`config.mk`:
```
export PLATFORM = sky130hd
export DESIGN_NAME = msgpack_token_encoder_unit
export DESIGN_NICKNAME = d
export VERILOG_FILES = /design/src/rtl/mte_pkg.sv /design/src/rtl/msgpack_token_encoder_unit.sv /design/src/rtl/mte_front.sv /design/src/rtl/mte_fifo.sv /design/src/rtl/mte_back.sv
export SDC_FILE = /design/constraint.sdc
export NUM_CORES = 1
export LEC_CHECK = 0
export BUFFER_PORTS_ARGS = -buffer_cell sky130_fd_sc_hd__buf_2
export CAP_MARGIN = 10
export CORE_MARGIN = 2
export CORE_UTILIZATION = 45
export CTS_CLUSTER_DIAMETER = 120
export CTS_CLUSTER_SIZE = 12
export DETAILED_ROUTE_END_ITERATION = 10
export HOLD_SLACK_MARGIN = 0.08
export SYNTH_ARGS = -nofsm -noshare
export SYNTH_HDL_FRONTEND = slang
export SYNTH_SLANG_ARGS = --single-unit
```
`constraint.sdc`:
```
create_clock -name clk_i -period 13.8 [get_ports clk_i]
set_input_delay 2.76 -clock clk_i [delete_from_list [all_inputs] [get_ports clk_i]]
set_output_delay 2.76 -clock clk_i [all_outputs]
set_load 0.005 [all_outputs]
```
`src/rtl/mte_pkg.sv`:
```
// Package for the MessagePack token encoder.
// Holds token kind codes, format tag bytes and the command record.
// No dependencies.
package mte_pkg;

  typedef enum logic [3:0] {
    OP_NIL     = 4'd0,
    OP_FALSE   = 4'd1,
    OP_TRUE    = 4'd2,
    OP_SINT    = 4'd3,
    OP_UINT    = 4'd4,
    OP_FLOAT   = 4'd5,
    OP_STR     = 4'd6,
    OP_BIN     = 4'd7,
    OP_ARRAY   = 4'd8,
    OP_MAP     = 4'd9,
    OP_PAYLOAD = 4'd10
  } op_e;

  localparam logic [7:0] TagNil     = 8'hC0;
  localparam logic [7:0] TagFalse   = 8'hC2;
  localparam logic [7:0] TagTrue    = 8'hC3;
  localparam logic [7:0] TagBin8    = 8'hC4;
  localparam logic [7:0] TagBin16   = 8'hC5;
  localparam logic [7:0] TagBin32   = 8'hC6;
  localparam logic [7:0] TagFloat64 = 8'hCB;
  localparam logic [7:0] TagUint8   = 8'hCC;
  localparam logic [7:0] TagUint16  = 8'hCD;
  localparam logic [7:0] TagUint32  = 8'hCE;
  localparam logic [7:0] TagUint64  = 8'hCF;
  localparam logic [7:0] TagInt8    = 8'hD0;
  localparam logic [7:0] TagInt16   = 8'hD1;
  localparam logic [7:0] TagInt32   = 8'hD2;
  localparam logic [7:0] TagInt64   = 8'hD3;
  localparam logic [7:0] TagStr8    = 8'hD9;
  localparam logic [7:0] TagStr16   = 8'hDA;
  localparam logic [7:0] TagStr32   = 8'hDB;
  localparam logic [7:0] TagArr16   = 8'hDC;
  localparam logic [7:0] TagArr32   = 8'hDD;
  localparam logic [7:0] TagMap16   = 8'hDE;
  localparam logic [7:0] TagMap32   = 8'hDF;
  localparam logic [7:0] FixStr     = 8'hA0;
  localparam logic [7:0] FixArr     = 8'h90;
  localparam logic [7:0] FixMap     = 8'h80;

  // One classified token: a first byte followed by nbytes of value, MSB first.
  typedef struct packed {
    logic [7:0]  tag;
    logic [3:0]  nbytes;
    logic [63:0] value;
    logic        err;
  } cmd_t;

  // Queue status seen by the back end.
  typedef struct packed {
    logic empty;
    cmd_t head;
  } q_stat_t;

endpackage

```
`src/rtl/msgpack_token_encoder_unit.sv`:
```
// MessagePack token encoder, top level.
// Joins mte_front, mte_fifo and mte_back. Uses mte_pkg.
//
// Input channel: one token request per accepted item (in_valid_i high and
// in_stall_o low at a rising edge): operation_i, value_i, data_byte_i.
// Output channel: one encoded byte per accepted item (out_valid_o high and
// out_stall_i low), most significant first, last_byte_o on a token's final
// byte, too_long_o with a zero byte when a length exceeds 32 bits.
// Unused kinds (11..15) are accepted and produce nothing.
// A token's first byte passes through the command queue and then the
// registered output stage. A token of n bytes (1 to 9) holds the output
// stage until its last byte leaves; single-byte tokens (payload, fixints)
// sustain one request per cycle while out_stall_i is low. Multi-byte tokens
// hold the back end; the input stalls once the FifoDepth-entry queue fills.
// Reset clears the queue and the output stage; no bytes are pending.
// When the receiver stalls, the output byte holds and the queue absorbs up
// to FifoDepth further requests before in_stall_o rises.
module msgpack_token_encoder_unit #(
  parameter int unsigned FifoDepth = 2
) (
  input  logic        clk_i,
  input  logic        rst_ni,
  input  logic        in_valid_i,
  output logic        in_stall_o,
  input  logic [3:0]  operation_i,
  input  logic [63:0] value_i,
  input  logic [7:0]  data_byte_i,
  output logic        out_valid_o,
  input  logic        out_stall_i,
  output logic [7:0]  out_byte_o,
  output logic        last_byte_o,
  output logic        too_long_o
);
  import mte_pkg::*;

  logic    push, pop, full;
  cmd_t    cmd;
  q_stat_t stat;

  mte_front u_front (
    .valid_i     (in_valid_i),
    .full_i      (full),
    .operation_i (operation_i),
    .value_i     (value_i),
    .data_byte_i (data_byte_i),
    .stall_o     (in_stall_o),
    .push_o      (push),
    .cmd_o       (cmd)
  );

  mte_fifo #(.Depth(FifoDepth)) u_fifo (
    .clk_i  (clk_i),
    .rst_ni (rst_ni),
    .push_i (push),
    .cmd_i  (cmd),
    .pop_i  (pop),
    .full_o (full),
    .stat_o (stat)
  );

  mte_back u_back (
    .clk_i       (clk_i),
    .rst_ni      (rst_ni),
    .stat_i      (stat),
    .pop_o       (pop),
    .out_valid_o (out_valid_o),
    .out_stall_i (out_stall_i),
    .out_byte_o  (out_byte_o),
    .last_byte_o (last_byte_o),
    .too_long_o  (too_long_o)
  );

endmodule

```
`src/rtl/mte_front.sv`:
```
// Front end of the MessagePack token encoder: classifies one token request
// into a tag byte, a value byte count and an error flag. Uses mte_pkg.
module mte_front (
  input  logic              valid_i,
  input  logic              full_i,
  input  logic [3:0]        operation_i,
  input  logic [63:0]       value_i,
  input  logic [7:0]        data_byte_i,
  output logic              stall_o,
  output logic              push_o,
  output mte_pkg::cmd_t     cmd_o
);
  import mte_pkg::*;

  logic u7, u8, u16, u32;
  logic n5, n7, n15, n31;
  logic fits4, fits5;
  cmd_t c;
  logic known;

  assign u7    = (value_i[63:7] == '0);
  assign u8    = (value_i[63:8] == '0);
  assign u16   = (value_i[63:16] == '0);
  assign u32   = (value_i[63:32] == '0);
  assign fits4 = (value_i[63:4] == '0);
  assign fits5 = (value_i[63:5] == '0);
  assign n5    = &value_i[63:5];
  assign n7    = &value_i[63:7];
  assign n15   = &value_i[63:15];
  assign n31   = &value_i[63:31];

  always_comb begin
    c        = '{tag: 8'h00, nbytes: 4'd0, value: value_i, err: 1'b0};
    known    = 1'b1;
    unique case (operation_i)
      OP_NIL:   c.tag = TagNil;
      OP_FALSE: c.tag = TagFalse;
      OP_TRUE:  c.tag = TagTrue;
      OP_SINT, OP_UINT: begin
        if (operation_i == OP_SINT && value_i[63]) begin
          priority if (n5) c.tag = value_i[7:0];
          else if (n7) begin
            c.tag = TagInt8; c.nbytes = 4'd1;
          end else if (n15) begin
            c.tag = TagInt16; c.nbytes = 4'd2;
          end else if (n31) begin
            c.tag = TagInt32; c.nbytes = 4'd4;
          end else begin
            c.tag = TagInt64; c.nbytes = 4'd8;
          end
        end else begin
          priority if (u7) c.tag = value_i[7:0];
          else if (u8) begin
            c.tag = TagUint8; c.nbytes = 4'd1;
          end else if (u16) begin
            c.tag = TagUint16; c.nbytes = 4'd2;
          end else if (u32) begin
            c.tag = TagUint32; c.nbytes = 4'd4;
          end else begin
            c.tag = TagUint64; c.nbytes = 4'd8;
          end
        end
      end
      OP_FLOAT: begin
        c.tag = TagFloat64; c.nbytes = 4'd8;
      end
      OP_STR: begin
        priority if (fits5) c.tag = FixStr | value_i[7:0];
        else if (u8) begin
          c.tag = TagStr8; c.nbytes = 4'd1;
        end else if (u16) begin
          c.tag = TagStr16; c.nbytes = 4'd2;
        end else if (u32) begin
          c.tag = TagStr32; c.nbytes = 4'd4;
        end else c.err = 1'b1;
      end
      OP_BIN: begin
        priority if (u8) begin
          c.tag = TagBin8; c.nbytes = 4'd1;
        end else if (u16) begin
          c.tag = TagBin16; c.nbytes = 4'd2;
        end else if (u32) begin
          c.tag = TagBin32; c.nbytes = 4'd4;
        end else c.err = 1'b1;
      end
      OP_ARRAY, OP_MAP: begin
        priority if (fits4) begin
          c.tag = ((operation_i == OP_MAP) ? FixMap : FixArr) | value_i[7:0];
        end else if (u16) begin
          c.tag    = (operation_i == OP_MAP) ? TagMap16 : TagArr16;
          c.nbytes = 4'd2;
        end else if (u32) begin
          c.tag    = (operation_i == OP_MAP) ? TagMap32 : TagArr32;
          c.nbytes = 4'd4;
        end else c.err = 1'b1;
      end
      OP_PAYLOAD: c.tag = data_byte_i;
      default: known = 1'b0;
    endcase
  end

  assign stall_o = full_i;
  assign push_o  = valid_i & ~full_i & known;
  assign cmd_o   = c;

endmodule

```
`src/rtl/mte_fifo.sv`:
```
// Short command queue between the encoder's front and back ends.
// Register array with read and write pointers. Uses mte_pkg.
module mte_fifo #(
  parameter int unsigned Depth = 2
) (
  input  logic               clk_i,
  input  logic               rst_ni,
  input  logic               push_i,
  input  mte_pkg::cmd_t      cmd_i,
  input  logic               pop_i,
  output logic               full_o,
  output mte_pkg::q_stat_t   stat_o
);
  import mte_pkg::*;

  localparam int unsigned AW = (Depth > 1) ? $clog2(Depth) : 1;
  localparam int unsigned CW = $clog2(Depth + 1);

  cmd_t            mem_q [Depth];
  logic [AW-1:0]   wr_q, wr_d, rd_q, rd_d;
  logic [CW-1:0]   cnt_q, cnt_d;
  logic            do_push, do_pop;

  assign full_o  = (cnt_q == CW'(Depth));
  assign do_push = push_i & ~full_o;
  assign do_pop  = pop_i & (cnt_q != '0);

  always_comb begin
    wr_d  = wr_q;
    rd_d  = rd_q;
    cnt_d = cnt_q;
    if (do_push) wr_d = (wr_q == AW'(Depth - 1)) ? '0 : wr_q + AW'(1);
    if (do_pop)  rd_d = (rd_q == AW'(Depth - 1)) ? '0 : rd_q + AW'(1);
    if (do_push && !do_pop) cnt_d = cnt_q + CW'(1);
    else if (do_pop && !do_push) cnt_d = cnt_q - CW'(1);
  end

  always_ff @(posedge clk_i or negedge rst_ni) begin
    if (!rst_ni) begin
      wr_q  <= '0;
      rd_q  <= '0;
      cnt_q <= '0;
    end else begin
      wr_q  <= wr_d;
      rd_q  <= rd_d;
      cnt_q <= cnt_d;
    end
  end

  always_ff @(posedge clk_i) begin
    if (do_push) mem_q[wr_q] <= cmd_i;
  end

  assign stat_o.empty = (cnt_q == '0);
  assign stat_o.head  = mem_q[rd_q];

endmodule

```
`src/rtl/mte_back.sv`:
```
// Back end of the MessagePack token encoder: serializes queued commands
// into bytes through a registered output stage. Uses mte_pkg.
module mte_back (
  input  logic               clk_i,
  input  logic               rst_ni,
  input  mte_pkg::q_stat_t   stat_i,
  output logic               pop_o,
  output logic               out_valid_o,
  input  logic               out_stall_i,
  output logic [7:0]         out_byte_o,
  output logic               last_byte_o,
  output logic               too_long_o
);
  import mte_pkg::*;

  logic        ov_q, ov_d;
  logic [7:0]  byte_q, byte_d;
  logic        last_q, last_d;
  logic        err_q, err_d;
  logic [63:0] val_q, val_d;
  logic [3:0]  rem_q, rem_d;
  logic [2:0]  idx;
  logic        adv;

  assign adv = ~ov_q | ~out_stall_i;
  assign idx = 3'(rem_q - 4'd1);

  always_comb begin
    ov_d   = ov_q;
    byte_d = byte_q;
    last_d = last_q;
    err_d  = err_q;
    val_d  = val_q;
    rem_d  = rem_q;
    pop_o  = 1'b0;
    if (adv) begin
      if (rem_q != 4'd0) begin
        ov_d   = 1'b1;
        byte_d = val_q[{idx, 3'b000} +: 8];
        last_d = (rem_q == 4'd1);
        err_d  = 1'b0;
        rem_d  = rem_q - 4'd1;
      end else if (!stat_i.empty) begin
        pop_o  = 1'b1;
        ov_d   = 1'b1;
        byte_d = stat_i.head.tag;
        last_d = (stat_i.head.nbytes == 4'd0);
        err_d  = stat_i.head.err;
        val_d  = stat_i.head.value;
        rem_d  = stat_i.head.nbytes;
      end else begin
        ov_d = 1'b0;
      end
    end
  end

  always_ff @(posedge clk_i or negedge rst_ni) begin
    if (!rst_ni) begin
      ov_q  <= 1'b0;
      rem_q <= '0;
    end else begin
      ov_q  <= ov_d;
      rem_q <= rem_d;
    end
  end

  always_ff @(posedge clk_i) begin
    byte_q <= byte_d;
    last_q <= last_d;
    err_q  <= err_d;
    val_q  <= val_d;
  end

  assign out_valid_o = ov_q;
  assign out_byte_o  = byte_q;
  assign last_byte_o = last_q;
  assign too_long_o  = err_q;

endmodule

```
==> results of run 1 <==
[critical path, cell delays in order]
cell	delay, ns
buf_2	0.13
nand4_1	0.13
nor4_1	1.01
nand2_1	0.17
o31ai_1	0.47
a211o_1	0.19
nand4_1	0.19
[power by group through the flow]
| stage | registers [mW] | clock network (mW) | logic (mW) |
|---|---|---|---|
| 2_1_floorplan | 1.02 | 0 | 0.432 |
| 3_3_place_gp | 1.05 | 0 | 0.591 |
| 3_5_place_dp | 1.06 | 0 | 0.594 |
| 4_1_cts | 1.04 | 0.574 | 0.596 |
| 5_1_grt | 1.06 | 0.604 | 0.640 |
| 6_report | 1.04 | 0.560 | 0.588 |
[routing by layer]
layer / up-vias / routed length [um]
li1: 2662 / -
met2: 186 / 10600
met1: 2914 / 11300
met5: - / 0
met3: 26 / 1190
met4: 0 / 326
[logic make-up (layout without fill, tap and decap cells)]
logic type / Yosys count / count (layout)
AOI/OAI and AO/OA: 80 / 80
xor gates and xnor gates: 6 / 6
adders and majority gates: 3 / 3
buffers and inverters: 38 / 149
DFF: 237 / 237
muxes: 93 / 93
and+or+nand+nor: 159 / 159
[flip-flops by register name, summed over array words and instances (netlist names)]
register            flops
u_back.too_long_o       1
u_fifo.rd_q             1
u_fifo.wr_q             1
u_fifo.cnt_q            2
u_back.out_byte_o       8
u_back.out_valid_o      1
u_back.val_q           64
u_fifo.mem_q          154
u_back.last_byte_o      1
u_back.rem_q            4
[area by class of cell]
type / instances / area [um2]
Multi-Input combinational cell: 341 / 2910
Clock inverter: 1 / 5.00
Tap cell: 280 / 350
Timing Repair Buffer: 95 / 485
Clock buffer: 40 / 639
Inverter: 13 / 48.8
Sequential cell: 237 / 7080
Fill cell: 1813 / 10400
[through the flow]
stage	worst slack, ns	util	power, mW	std cells	instance area [um2]
floorplan	6.76	-	1.45	616	10100
global placement	8.40	0.495	1.64	966	10900
detailed placement	8.43	0.495	1.65	966	10900
CTS	8.94	0.525	2.21	1007	11500
global route	8.80	0.525	2.30	1007	11500
finish	8.91	0.525	2.19	1007	11500
[worst max path at each step]
stage,start,to,slack (ns),cells after the start
finish,value_i[30],u_fifo.mem_q[1][69]$_DFFE_PP_,8.91,7
global route,value_i[30],u_fifo.mem_q[1][69]$_DFFE_PP_,8.80,7
CTS,value_i[30],u_fifo.mem_q[1][69]$_DFFE_PP_,8.94,7
detailed placement,value_i[22],u_fifo.mem_q[0][69]$_DFFE_PP_,8.43,7
global placement,value_i[22],u_fifo.mem_q[0][69]$_DFFE_PP_,8.40,7
floorplan,operation_i[2],u_fifo.mem_q[0][0]$_DFFE_PP_,6.76,6
[layout by cell type (no fill, tap or decap), drive strengths merged, types with 3 or more instances in the layout]
master  synthesis  layout
o31ai           3       3
nand3b          6       6
dfrtp           9       9
a21oi          12      12
nor3            8       8
mux2           65      65
xnor2           3       3
nor4           18      18
o211ai          5       5
o21ai          23      23
mux4           16      16
nand4          21      21
and2           10      10
ha              3       3
inv            13      13
nor2b           5       5
buf             3      95
nand2          40      40
nor2           18      18
a211oi         10      10
nand3          16      16
edfxtp        228     228
a31oi          10      10
xor2            3       3
and4            5       5
mux2i          12      12
clkbuf         22      40
and3            3       3
==> results_dict.tcl, run 1 <==
set metrics [dict create \
    r2r_end "u_back.val_q[25]$_DFFE_PP_" \
    num_vias 5788 \
    place_congestion 0.933 \
    p_seq_frac 0.476 \
    holdCritPathClass "register to register" \
    n_antenna_cell 0 \
    crit_required_ns 13.98 \
    drv_slew 0 \
    setup_viol 0 \
    r2r_slack_ns 10.35 \
    drc_errors 0 \
    synth_nets 699 \
    hold_path_startpoint "u_fifo.cnt_q[1]$_DFFE_PN0P_" \
    reg2reg_depth 7 \
    dieArea_um2 23700 \
    grt_start_max_net_pins 78 \
    cts_buffers 23 \
    synth_mux_area_frac 0.120 \
    clk_latency_ns 0.51 \
    antenna_found_initial 0 \
    syn-cell-area_um2 10100 \
    synth_top_family_by_area "multiplexers" \
    synthSimpleGateAreaFrac 0.107 \
    synth_compound_area_frac 0.0513 \
    syn_avg_cell_area_um2 16.4 \
    cts_sinks 237 \
    rsz0062_at_grt "false" \
    synth_flop_cell "edfxtp_1" \
    synthArstFlopShare 0.0380 \
    synth_top_area_share 0.676 \
    cp.arrival_ns 5.07 \
    grt_most_used_layer "met1" \
    wl_per_cell_um 23.2 \
    ios 92 \
    die_y_um 154 \
    crit_path_start_kind "primary input" \
    cts_setup_buffers 0 \
    synth_top_cells_by_area "edfxtp_1, mux2_2, mux4_2" \
    worst_pin_slew_ns 1.18 \
    cts_hold_buf 0 \
    final_antenna_net_count 0 \
    synth.largest_area_cell "edfxtp_1" \
    firstDrtPassIters 6 \
    htree_levels 1 \
    fin_crit_sh 0.354 \
    synthXorXnorAreaFrac 0.00519 \
    max_cap_violations 0 \
    p_int_mw 1.54 \
    final-hold-violation-count 0 \
    fp.coreArea_um2 22000 \
    synth-edff-count 228 \
    die_w_um 154 \
    powerDensity_nw_per_um2 190 \
    final_nets 794 \
    ir_worst_vdd_uv 143 \
    p_sw_mw 0.652 \
    tns_ns 0 \
    synth.most_common_cell "edfxtp_1" \
    yosysUniqueCellTypes 56 \
    holdPathStages 1 \
    overflow 0 \
    first_iter_violations 479 \
    grtUsageTotal 0.199 \
    placement_rows 54 \
    synthAdderAreaFrac 0.00371 \
    holdPathEnd "u_fifo.cnt_q[1]$_DFFE_PN0P_" \
    grt_pass1_vias 5785 \
    switching_share 0.298 \
    initial_core_util 0.461 \
    clkSlewWorstSetupHoldPaths_ns 0.06 \
    synth_common_cells "edfxtp_1, mux2_2, nand2_1, o21ai_0, clkbuf_1" \
    drive_above_1_share 0.311 \
    yosys_register_bits 237 \
    max_freq_ghz 0.204 \
    cts_tree "done" \
    ys_seq_area_frac 0.698 \
    area_delta_synth_final_pct 13.7 \
    status "complete, no violations" \
    relSlewSlack 0.205 \
    cp_max_fo 4 \
    routed_wl_mm 23.3 \
    reg2reg_from "u_back.rem_q[0]$_DFFE_PN0P_" \
    use_met2 0.304 \
    io_buffer_count 91 \
    p_clk_frac 0.256 \
    grt_use_met3 0.0276 \
    hpwlAfterDp_mm 16.0 \
    p_leak_nw 3.87 \
    ys_warn_count 0 \
    post_drt_via_cell_ratio 5.75 \
    grt_first_pass_wirelength_mm 35.5 \
    cts_root_buf "clkbuf_16" \
    combPwrFrac 0.268 \
    endpoint_kind "register" \
    grtUsageMet1 0.305 \
    fin_skew_ns 0.0123 \
    ctsResizeCount 0 \
    cts_buffer_depth 3 \
    min_period_ns 4.89 \
    syn_inst 616 \
    crit_type "primary input to register" \
    whs_ns 0.510 \
]
(Power assumes the default switching activity.)
==> run 2: changes to the inputs <==
PLACE_DENSITY = 0.66   (was default)
clock period = 4 ns   (was 13.8 ns; I/O delays follow)
==> run 2 against run 1 <==
Against the previous run: critical path type is now register to register; clock power increased to 3.3 times the previous value; sequential power rose to 3.5 times the previous value; worst setup slack got worse by 7.6 ns; die area stayed put; clock-buffer cell count is 9 lower; first-iteration DRC count increased by 2.1%; non-clock buffer count up 6; total power grew to 3.4 times the previous value; clock skew rose by 0.013 ns; register-to-register slack got worse by 9.0 ns; combinational power rose to 3.4 times the previous value; cell area increased by 0.42%.
==> results_dict.tcl, run 2 (synthesis results as in run 1) <==
set metrics [dict create \
    final-hold-violation-count 0 \
    fp.coreArea_um2 22000 \
    placement_rows 54 \
    max_freq_ghz 0.371 \
    cts_root_buf "clkbuf_16" \
    p_int_mw 5.30 \
    tns_ns 0 \
    fin_total_pwr_mw 7.52 \
    p_seq_frac 0.483 \
    status "complete, no violations" \
    cp_max_fo 17 \
    switching_share 0.296 \
    max_cap_violations 0 \
    cts_buffer_depth 3 \
    layout_commonest_cell "edfxtp_1" \
    hpwlAfterDp_mm 15.7 \
    cts_buffers 23 \
    holdCritPathClass "primary input to async pin" \
    layout_common_cells "edfxtp_1, buf_2, mux2_2" \
    cts_sinks 237 \
    drc_errors 0 \
    r2r_slack_ns 1.30 \
    drive_above_1_share 0.320 \
    final_nets 800 \
    p_sw_mw 2.22 \
    place_congestion 0.933 \
    critical-path-top-delay-family "adder cells" \
    ios 92 \
    drv_slew 0 \
    clkSlewWorstSetupHoldPaths_ns 0.06 \
    largest_reg_flops 154 \
    crit_slowest_cell "ha_1" \
    first_iter_violations 489 \
    ctsResizeCount 0 \
    die_y_um 154 \
    n_antenna_cell 0 \
    final_antenna_net_count 0 \
    grt_start_max_net_pins 78 \
    cts_tree "done" \
    powerDensity_nw_per_um2 650 \
    die_w_um 154 \
    final_cell_area_um2 11600 \
    ir_worst_vdd_uv 344 \
    fin_ws_ns 1.30 \
    setup_viol 0 \
    routed_wl_mm 22.9 \
    crit_required_ns 4.18 \
    slowest_delay_ns 0.91 \
    worst_pin_slew_ns 0.935 \
    cp.arrival_ns 2.88 \
    grt_first_pass_wirelength_mm 34.9 \
    wl_per_cell_um 22.8 \
    fin_skew_ns 0.0254 \
    overflow 0 \
    place_area_um2 11000 \
    fin_crit_sh 0.674 \
    crit_path_start_kind "register" \
    place_ws_ns 0.923 \
    worst-path-buf-inv 1 \
    htree_levels 1 \
    endpoint_kind "register" \
    p_clk_frac 0.249 \
    relSlewSlack 0.377 \
    post_drt_via_cell_ratio 5.83 \
    initial_core_util 0.461 \
    combPwrFrac 0.268 \
    firstDrtPassIters 5 \
    num_vias 5855 \
    crit_chain "inv_1 -> ha_1 -> mux4_2 -> nand2_1 -> o21ai_0 -> a211oi_1 -> a31oi_1" \
    grtUsageTotal 0.194 \
    area_delta_synth_final_pct 14.2 \
    crit_type "register to register" \
    min_period_ns 2.70 \
    clk_latency_ns 0.51 \
    cts_hold_buf 0 \
    io_buffer_count 91 \
    dieArea_um2 23700 \
    rsz0062_at_grt "false" \
    grt_pass1_vias 5873 \
    antenna_found_initial 0 \
    p_leak_nw 3.90 \
    largest_register "u_fifo.mem_q" \
    cts_setup_buffers 0 \
]
-- run 2: cell count changes in the layout (fill, tap and decap cells not counted) --
cell,previous run,this run
clkbuf_1,17,8
buf_12,0,3
buf_4,4,7
-- run 2: final timing paths --
kind / start / end / cells past startpoint
min in group clk_i: u_fifo.cnt_q[1]$_DFFE_PN0P_ / u_fifo.cnt_q[1]$_DFFE_PN0P_ / 1
hold reg to reg: u_fifo.cnt_q[1]$_DFFE_PN0P_ / u_fifo.cnt_q[1]$_DFFE_PN0P_ / 1
setup / recovery: u_back.rem_q[1]$_DFFE_PN0P_ / u_back.out_byte_o[5]$_DFFE_PP_ / 7
hold / removal: rst_ni / u_fifo.cnt_q[0]$_DFFE_PN0P_ / 1
setup reg to reg: u_back.rem_q[1]$_DFFE_PN0P_ / u_back.out_byte_o[5]$_DFFE_PP_ / 7
max in group asynchronous: rst_ni / u_fifo.rd_q$_DFFE_PN0P_ / 1
-- run 2: layout make-up --
type                    instances  area [um2]
fillers                      1780       10400
flip-flops and latches        237        7080
multi-input cells             341        2910
clock buffers                  31         606
repair buffers                101         568
well taps                     280         350
inverters                      13        48.8
clock inverters                 1        5.00
-- run 2: routing by layer --
metal,up-vias,share of wire,global-route usage
met3,33,0.069,0.0372
met1,2962,0.45,0.285
met5,-,0,0
li1,2666,-,-
met4,0,0.021,0.0503
met2,194,0.46,0.300
-- run 2: power groups by stage --
| stage | clock (mW) | combinational, mW | sequential (mW) |
|---|---|---|---|
| 3_5_place_dp | 0 | 2.03 | 3.69 |
| 2_1_floorplan | 0 | 1.49 | 3.51 |
| 3_3_place_gp | 0 | 2.00 | 3.66 |
| 5_1_grt | 1.99 | 2.21 | 3.69 |
| 6_report | 1.87 | 2.02 | 3.63 |
| 4_1_cts | 1.90 | 2.04 | 3.64 |
-- run 2: metrics by stage --
stage / hold WS [ns] / cells / util
after floorplan: 0.465 / 616 / -
after global placement: 0.480 / 972 / 0.499
after detailed placement: 0.494 / 972 / 0.499
after CTS: 0.127 / 1004 / 0.527
after global routing: 0.139 / 1004 / 0.527
final: 0.139 / 1004 / 0.527
==> run 3: changes to the inputs <==
clock period = 2.4 ns   (was 4 ns; I/O delays follow)
==> run 3 against run 2 <==
Against the previous run: final cell count up 12%; die area unchanged; register-to-register slack worse by 1.1 ns; cell area increased by 8.4%; total power is 73% higher; via count is 6.3% higher; global-route usage grew 1.0 points; first-iteration DRC count is 7.0% lower; fmax rose by 23%; critical path depth is 1 higher; clock-buffer cell count increased by 9; sequential share of layout area fell by 4.8 points; critical path type unchanged; largest cell class unchanged.
==> results_dict.tcl, run 3 (synthesis results as in run 1) <==
set metrics [dict create \
    area_delta_synth_final_pct 23.8 \
    rsz0062_at_grt "false" \
    clk_latency_ns 0.50 \
    multi_input_area_um2 2930 \
    fin_skew_ns 0.0139 \
    htree_levels 1 \
    post_drt_via_cell_ratio 5.53 \
    finalNonFillerCells 1126 \
    largest_reg_flops 154 \
    powerDensity_nw_per_um2 1040 \
    p_int_mw 9.15 \
    setup_viol 0 \
    initial_core_util 0.461 \
    io_buffer_count 91 \
    drive_above_1_share 0.414 \
    cts_tree "done" \
    grtUsageTotal 0.204 \
    grt_most_used_layer "met2" \
    first_iter_violations 455 \
    ios 92 \
    die_y_um 154 \
    placement_rows 54 \
    clkSlewWorstSetupHoldPaths_ns 0.06 \
    min_period_ns 2.19 \
    grt_use_met3 0.0375 \
    cts_sinks 237 \
    use_met2 0.323 \
    fp.coreArea_um2 22000 \
    cts_buffer_depth 3 \
    combPwrFrac 0.297 \
    n_antenna_cell 0 \
    cts_root_buf "clkbuf_16" \
    p_leak_nw 4.48 \
    antenna_found_initial 0 \
    fin_total_pwr_mw 13.0 \
    regArea_um2 7080 \
    crit_required_ns 2.62 \
    overflow 0 \
    utilization 0.571 \
    hpwlAfterDp_mm 17.5 \
    max_cap_violations 0 \
    cts_buffers 23 \
    fin_ws_ns 0.208 \
    place_ws_ns -0.161 \
    relSlewSlack 0.620 \
    wl_per_cell_um 21.5 \
    drc_errors 0 \
    layout_commonest_cell "edfxtp_1" \
    place_congestion 0.935 \
    firstDrtPassIters 5 \
    cp_max_fo 17 \
    crit_path_start_kind "register" \
    layout_common_cells "edfxtp_1, buf_4, buf_2" \
    final_antenna_net_count 0 \
    grt_start_max_net_pins 65 \
    fin_crit_sh 0.913 \
    crit_type "register to register" \
    endpoint_kind "register" \
    ctsResizeCount 0 \
    ir_worst_vdd_uv 480 \
    switching_share 0.296 \
    num_vias 6225 \
    routed_wl_mm 24.2 \
    n_fill_cell 1679 \
    largest_register "u_fifo.mem_q" \
    p_sw_mw 3.85 \
    holdCritPathClass "primary input to register" \
    status "complete, no violations" \
    p_clk_frac 0.248 \
    drv_slew 0 \
    final_nets 913 \
    grtUsageMet1 0.294 \
    grt_first_pass_wirelength_mm 36.9 \
    cp.arrival_ns 2.41 \
    dieArea_um2 23700 \
    dp_cells 1084 \
    final-hold-violation-count 0 \
    max_freq_ghz 0.456 \
    grt_pass1_vias 6456 \
    die_w_um 154 \
    worst_pin_slew_ns 0.565 \
    p_seq_frac 0.456 \
]
run 3: changes by cell type in the layout (fill, tap and decap cells not counted), moves of 2 or more:
cell      delta
buf_4      +107
inv_1        -2
clkbuf_1     +9
buf_12       +5
run 3: worst paths after layout:
path	start	endpoint	slack [ns]	depth (start not counted)
max	u_back.rem_q[0]$_DFFE_PN0P_	u_back.out_byte_o[4]$_DFFE_PP_	0.21	8
min	value_i[2]	u_fifo.mem_q[0][3]$_DFFE_PP_	0.19	1
min in group asynchronous	rst_ni	u_fifo.cnt_q[0]$_DFFE_PN0P_	0.37	2
max in group asynchronous	rst_ni	u_fifo.rd_q$_DFFE_PN0P_	1.83	2
max reg2reg	u_back.rem_q[0]$_DFFE_PN0P_	u_back.out_byte_o[4]$_DFFE_PP_	0.21	8
min reg2reg	u_fifo.cnt_q[1]$_DFFE_PN0P_	u_fifo.cnt_q[1]$_DFFE_PN0P_	0.51	1
run 3: power by group through the flow:
stage	logic, mW	clock network, mW	registers [mW]
after global placement	3.82	0	5.96
final	3.86	3.22	5.92
after floorplan	2.57	0	5.84
after global routing	4.16	3.46	5.99
after detailed placement	3.88	0	6.01
after CTS	3.90	3.30	5.93
run 3: stage by stage:
step           hold slack (ns)  cell area (um2)  setup TNS, ns
2_1_floorplan            0.184            10200         -17.79
3_3_place_gp             0.337            11900          -2.46
3_5_place_dp             0.344            11900          -2.32
4_1_cts                  0.176            12500              0
5_1_grt                  0.185            12500              0
6_report                 0.192            12500              0
run 3: layout make-up:
cell class / count / area share
clock buffers: 40 / 0.0510
repair buffers: 214 / 0.118
well taps: 280 / 0.0279
flip-flops and latches: 237 / 0.564
inverters: 13 / 0.00459
multi-input cells: 341 / 0.234
clock inverters: 1 / 0.000399
run 3: routing by layer:
layer	wire length, um	vias up
li1	-	2893
met1	10900	3088
met2	11400	210
met3	1520	34
met4	489	0
met5	0	-
run 3: worst max-delay path, stage by stage, from the launching register on:
cell	delay, ns
dfrtp_1	0.42
inv_2	0.06
ha_2	0.33
buf_12	0.18
mux4_2	0.39
nand2_1	0.09
o21ai_0	0.09
a211oi_1	0.25
a31oi_1	0.09
run 3: what timing repair did:
action	CTS	global route
setup endpoints to repair	0	0
hold endpoints to repair	9	0
buffers inserted	0	0
hold buffers	1	0
